<file path="src/rtl/nmat_pkg.sv">
// Shared types, constants and codes for the non-zero mean adaptive threshold block.
`timescale 1ns / 1ps
package nmat_pkg;

  localparam int MAX_WIDTH   = 1024;
  localparam int MAX_HEIGHT  = 1024;
  localparam int COL_W       = 10;
  localparam int SLOT_W      = 4;
  localparam int STORE_DEPTH = (1 << SLOT_W) * MAX_WIDTH;
  localparam int DIM_W       = 11;
  localparam int SUM_W       = 16;
  localparam int CNT_W       = 8;
  localparam int QUO_W       = 8;
  localparam int DVS_W       = CNT_W + QUO_W - 1;
  localparam int DIV_CELLS   = QUO_W;

  typedef enum logic [2:0] {
    CFG_IMAGE_WIDTH   = 3'd0,
    CFG_IMAGE_HEIGHT  = 3'd1,
    CFG_WINDOW_WIDTH  = 3'd2,
    CFG_WINDOW_HEIGHT = 3'd3,
    CFG_OFFSET        = 3'd4
  } cfg_idx_t;

  typedef enum logic [3:0] {
    S_IDLE,
    S_CHECK,
    S_DECIDE,
    S_CENTER,
    S_SCAN,
    S_DRAIN,
    S_DIVGO,
    S_DIVWAIT,
    S_OUT
  } state_t;

  typedef struct packed {
    logic [7:0] pixel;
    logic       is_pad;
  } in_word_t;

  typedef struct packed {
    logic [7:0] mean_value;
    logic       is_marked;
    logic       last_of_frame;
  } out_word_t;

  typedef struct packed {
    logic             valid;
    logic [SUM_W-1:0] rem;
    logic [DVS_W-1:0] dvs;
    logic [QUO_W-1:0] quo;
  } div_word_t;

endpackage

</file>
<file path="src/rtl/nmat_div_cell.sv">
// One cell of the division chain: settles one quotient bit per cycle.
`timescale 1ns / 1ps
module nmat_div_cell
  import nmat_pkg::*;
(
  input  logic      clk,
  input  logic      rst_n,
  input  div_word_t cell_in,
  output div_word_t cell_out
);

  logic      ge;
  div_word_t word_r;
  div_word_t word_nxt;

  always_comb begin
    ge                = cell_in.rem >= SUM_W'(cell_in.dvs);
    word_nxt.valid    = cell_in.valid;
    word_nxt.rem      = ge ? cell_in.rem - SUM_W'(cell_in.dvs) : cell_in.rem;
    word_nxt.dvs      = cell_in.dvs >> 1;
    word_nxt.quo      = {cell_in.quo[QUO_W-2:0], ge};
  end

  always_ff @(posedge clk) begin
    if (!rst_n) begin
      word_r.valid <= 1'b0;
    end else begin
      word_r.valid <= word_nxt.valid;
    end
    word_r.rem <= word_nxt.rem;
    word_r.dvs <= word_nxt.dvs;
    word_r.quo <= word_nxt.quo;
  end

  assign cell_out = word_r;

endmodule

</file>
<file path="src/rtl/nmat_div_chain.sv">
// Row of division cells passing the partial remainder along each cycle.
`timescale 1ns / 1ps
module nmat_div_chain
  import nmat_pkg::*;
(
  input  logic      clk,
  input  logic      rst_n,
  input  div_word_t chain_in,
  output div_word_t chain_out
);

  div_word_t link [DIV_CELLS+1];

  assign link[0] = chain_in;

  for (genvar i = 0; i < DIV_CELLS; i++) begin : g_cell
    nmat_div_cell u_cell (
      .clk      (clk),
      .rst_n    (rst_n),
      .cell_in  (link[i]),
      .cell_out (link[i+1])
    );
  end

  assign chain_out = link[DIV_CELLS];

endmodule

</file>
<file path="config.mk">
export PLATFORM = sky130hd
export DESIGN_NAME = nmat_div_chain
export DESIGN_NICKNAME = d
export VERILOG_FILES = /design/src/rtl/nmat_pkg.sv /design/src/rtl/nmat_div_cell.sv /design/src/rtl/nmat_div_chain.sv
export SDC_FILE = /design/constraint.sdc
export NUM_CORES = 1
export LEC_CHECK = 0
export BUFFER_PORTS_ARGS = -buffer_cell sky130_fd_sc_hd__buf_2
export CORE_MARGIN = 2
export CORE_UTILIZATION = 55
export DETAILED_ROUTE_END_ITERATION = 16
export PLACE_DENSITY = 0.77
export RECOVER_POWER = 25
export SETUP_SLACK_MARGIN = 0.02
export SYNTH_ARGS = -nofsm -noshare
export SYNTH_HDL_FRONTEND = slang
export SYNTH_SLANG_ARGS = --single-unit
</file>
<file path="constraint.sdc">
create_clock -name clk -period 2.3 [get_ports clk]
set_input_delay 0.345 -clock clk [delete_from_list [all_inputs] [get_ports clk]]
set_output_delay 0.345 -clock clk [all_outputs]
set_load 0.005 [all_outputs]
</file>
# Word-level counts from Yosys, hierarchy flattened
# Cells that the tools add are included.
[op_classes]
n_addsub = 8
n_lt_le_gt_ge = 8
muxes = 8
[ops]
columns = ["operator", "n"]
rows = [
  ["$mux 16", 8],
  ["$ge 16x10->1", 1],
  ["$ge 16x11->1", 1],
  ["$ge 16x12->1", 1],
  ["$ge 16x13->1", 1],
  ["$ge 16x14->1", 1],
  ["$ge 16x15->1", 1],
  ["$ge 16x8->1", 1],
  ["$ge 16x9->1", 1],
  ["$sub 16x10->16", 1],
  ["$sub 16x11->16", 1],
  ["$sub 16x12->16", 1],
  ["$sub 16x13->16", 1],
  ["$sub 16x14->16", 1],
  ["$sub 16x15->16", 1],
  ["$sub 16x8->16", 1],
  ["$sub 16x9->16", 1],
]
[word_totals]
register_bits = 256
input_bits = 42
out_inout_bits = 40
word_cells = 56

# Depth between registers and ports, before layout
[logic_depth]
ltp_word = 2
ltp_mapped = 12
depth_no_buf = 10

# Hierarchy
# A second synthesis with hierarchy kept.
[unflattened]
cells_unflattened = 1679
area_unflattened_um2 = 15264.6
[by_module_without_submodules]
columns = ["module", "instances", "cells_each", "area_per_inst_um2", "seq_area_each_um2"]
rows = [
  ["nmat_div_cell at g_cell[4].u_cell ...", 4, 211, 1903.1, 780.7],
  ["nmat_div_cell at g_cell[1].u_cell ...", 3, 208, 1919.3, 780.7],
  ["nmat_div_cell at g_cell[0].u_cell", 1, 211, 1894.3, 780.7],
]

# Least setup slack after synthesis
# Ideal clock, no wire load.
[synth_timing]
path_type = "register to register"
start = "register g_cell[5].u_cell.word_r (netlist bit g_cell[5].u_cell.cell_out[23])"
end = "register g_cell[6].u_cell.word_r (netlist bit g_cell[6].u_cell.cell_out[37])"
setup_ps = 134
arrival_ps = 2256
required_time_ps = 2166
slack_ps = -90
path_stages_with_launch = 11
n_path_buf = 0
synth_period_minus_slack_ps = 2390
path_cell_list = "dfxtp_1 inv_1 ha_1 fa_1 nand2b_1 a21oi_1 o22ai_1 o311ai_4 nand3_1 nor4_1 xor2_1"
[synth_rtl]
columns = ["item", "line", "source"]
rows = [
  ["start: declaration", "nmat_div_cell.sv:13", "div_word_t word_r;"],
  ["end: declaration", "nmat_div_cell.sv:13", ""],
]

==> flow_metrics.env <==
export IMPL_outcome="complete, but fails checks"
export IMPL_failed_checks="setup timing"
export IMPL_grt_max_degree=21
export IMPL_cts_buffers=26
export IMPL_core_mm2=0.0209
export IMPL_die_area_mm2=0.0224
export IMPL_cts_tree="built"
export IMPL_path_clk_slew_ns=0.06
export IMPL_rsz0062_at_grt="true"
export IMPL_fin_nets=1660
export IMPL_vias=9911
export IMPL_cts_root_buf="clkbuf_16"
export IMPL_fin_setup_tns_ns=-0.0617
export IMPL_layout_min_cycle_time_ns=2.36
export IMPL_yosys_area_top_type="dfxtp_1"
export IMPL_die_y_um=150
export IMPL_clockBufferDepth=3
export IMPL_synthFlopType="dfxtp_1"
export IMPL_end_kind="flip-flop"
export IMPL_worstPathArrival_ns=2.76
export IMPL_p_int_mw=14.3
export IMPL_period_share_pct=103
export IMPL_ys_ff_latch=256
export IMPL_instances_no_fill=1813
export IMPL_worst_ep_required_time_ns=2.69
export IMPL_worstHoldPathType="in -> reg"
export IMPL_grt_pass1_vias=9750
export IMPL_cts_sinks=256
export IMPL_ys_seq_area_share_pct=44.0
export IMPL_cap_violations=0
export IMPL_power_density_mw_per_mm2=1450
export IMPL_io_buffers=65
export IMPL_layout_drive_gt1_share_pct=29.3
export IMPL_areaGrowthSynthToFinish_pct=33.0
export IMPL_gp_congestion=0.955
export IMPL_placementRows=53
export IMPL_pin_count=82
export IMPL_syn_area_per_cell_um2=9.24
export IMPL_relSlewSlack_pct=60.1
export IMPL_hpwl_um=19100
export IMPL_first_pass_iters=5
export IMPL_fmax_mhz=423
export IMPL_fin_skew_ns=0.0102
export IMPL_cp_start_kind="flip-flop"
export IMPL_first_iter_violations=554
export IMPL_met3WireLength_um=1120
export IMPL_syn_instance_count=1262
export IMPL_synth_area_mm2=0.0117
export IMPL_p_seq_share_pct=30.7
export IMPL_synth_distinct_cells=66
export IMPL_diodes=0
export IMPL_switchingPower_mw=8.10
export IMPL_setup_violations=1
export IMPL_insertion_delay_ns=0.53
export IMPL_path_class="reg -> reg"
export IMPL_cp_max_fo=3
export IMPL_finalCoreUtilization_pct=74.2
export IMPL_drt_total_wl_um=29000
export IMPL_p_comb_share_pct=48.4
export IMPL_switching_share_pct=36.1
export IMPL_slew_viol_final=0
export IMPL_cts_htree_levels=1
export IMPL_cellLeakagePower_nw=7.03
export IMPL_worstMarginPinSlew_ns=0.583
export IMPL_die_w_um=150
export IMPL_wl_met2_um=15600
export IMPL_m1WireLength_um=11100
export IMPL_peakVddDrop_mv=0.738
export IMPL_initial_core_util_pct=55.8
export IMPL_worst_slack_ns=-0.0617
export IMPL_wl_per_cell_um=16.0
export IMPL_gr_total_overflow=0
export IMPL_synth_warnings=0
export IMPL_finalHoldViolCount=0
export IMPL_synth_top_area_share_pct=44.0
export IMPL_yosys_top_cells_area="dfxtp_1, ha_1, a21oi_1, xnor2_1, inv_1"
export IMPL_grt_first_pass_wirelength_um=44000
export IMPL_vias_per_cell=5.47
export IMPL_pwr_share_clk_pct=20.9
export IMPL_ant_nets=0
export IMPL_dp_cells=1716
export IMPL_async_flop_share_pct=0
export IMPL_grt_use_total_pct=23.9
export IMPL_antenna_found_initial=0
export IMPL_routed_top_layer="met4"
export IMPL_synth_edf_count=0
export IMPL_power_total_mw=22.4
export IMPL_largest_reg_flops=256
export IMPL_drcViolationCount=0
==> cells by family after synthesis <==
family,share of synthesized area [%]
AO/OA/AOI/OAI,16.8
XOR/XNOR,6.46
adder cells (fa/ha/maj),11.3
buffers and inverters,5.25
flip-flops,44.0
multiplexers,2.35
other,0.0322
AND/OR/NAND/NOR,13.8
==> repair_timing <==
action                                 CTS  global route
setup buffers                           17            21
hold buffers                            13             0
gates cloned                             1             0
pin swaps                               23            55
resized for setup                       72           127
setup endpoints to repair               74           122
endpoints found under the hold margin   13             0
==> Yosys cell counts (9+ instances only) <==
master    number
a211oi_1      10
a21o_1        20
a21oi_1       97
a31oi_1        9
and2_1        12
clkbuf_1      18
dfxtp_1      256
ha_1          92
inv_1        124
mux2_2        19
nand2_1       89
nand2b_1      20
nand3_1       18
nor2_1        94
nor2b_1       16
nor3_1        19
nor4_1         9
o211ai_1      10
o21a_1        29
o21ai_0       80
o31a_1        11
xnor2_1       54
xor2_1        32
==> power by group through the flow <==
stage	Combinational (mW)	Clock [mW]	Sequential (mW)
floorplan	6.17	0	6.57
global placement	8.56	0	6.75
detailed placement	8.79	0	6.81
CTS	9.59	4.71	6.76
global route	11.8	4.91	7.03
finish	10.9	4.69	6.89
==> per-stage QoR <==
stage / area [µm²] / hold slack (ns) / setup slack [ns]
finish: 15500 / 0.0171 / -0.0617
global placement: 13300 / 0.310 / -0.174
floorplan: 11700 / 0.310 / 0.0191
detailed placement: 13300 / 0.312 / -0.228
global route: 15500 / 0.0213 / -0.150
CTS: 14900 / 0.00901 / 0.0191
==> critical path, stage by stage (launching register included) <==
cell and delay, ns:
dfxtp_2 0.33, inv_2 0.04, ha_4 0.16, fa_2 0.39
nand2b_4 0.17, a21oi_4 0.13, a41oi_2 0.17, buf_4 0.19
buf_4 0.13, o21ai_1 0.25, nor4_1 0.11, xor2_1 0.16
==> layout make-up <==
type	instances	area [µm²]
clock buffer	35	746
clock inverter	13	228
fill	1349	5380
inverter	124	465
multi-input combinational	859	6770
sequential	256	5150
tap	275	344
timing repair buffer	251	1810
==> routing by layer <==
| layer | vias up | track usage (%) |
|---|---|---|
| met4 | 0 | 10.5 |
| met5 | - | 0 |
| met2 | 286 | 47.1 |
| met3 | 106 | 3.29 |
| li1 | 4855 | - |
| met1 | 4664 | 24.9 |
==> layout by cell type (no fill, tap or decap), types with 32 or more instances in the layout <==
| cell | n |
|---|---|
| buf_2 | 63 |
| inv_1 | 118 |
| a21oi_1 | 84 |
| dfxtp_1 | 241 |
| xnor2_1 | 53 |
| ha_1 | 70 |
| nor2_1 | 83 |
| buf_4 | 162 |
| o21ai_0 | 59 |
| xor2_1 | 32 |
| nand2_1 | 83 |
==> worst paths after layout <==
kind,slack (ns),cells after the start,to,startpoint
worst max-delay path,-0.06,11,g_cell[3].u_cell.cell_out[37],g_cell[2].u_cell.cell_out[23]
worst min-delay path,0.02,2,g_cell[0].u_cell.cell_out[39],chain_in[39]
worst max register to register,-0.06,11,g_cell[3].u_cell.cell_out[37],g_cell[2].u_cell.cell_out[23]
worst min register to register,0.32,0,g_cell[7].u_cell.cell_out[5],g_cell[6].u_cell.cell_out[4]
Power figures use the tool's default switching activity.
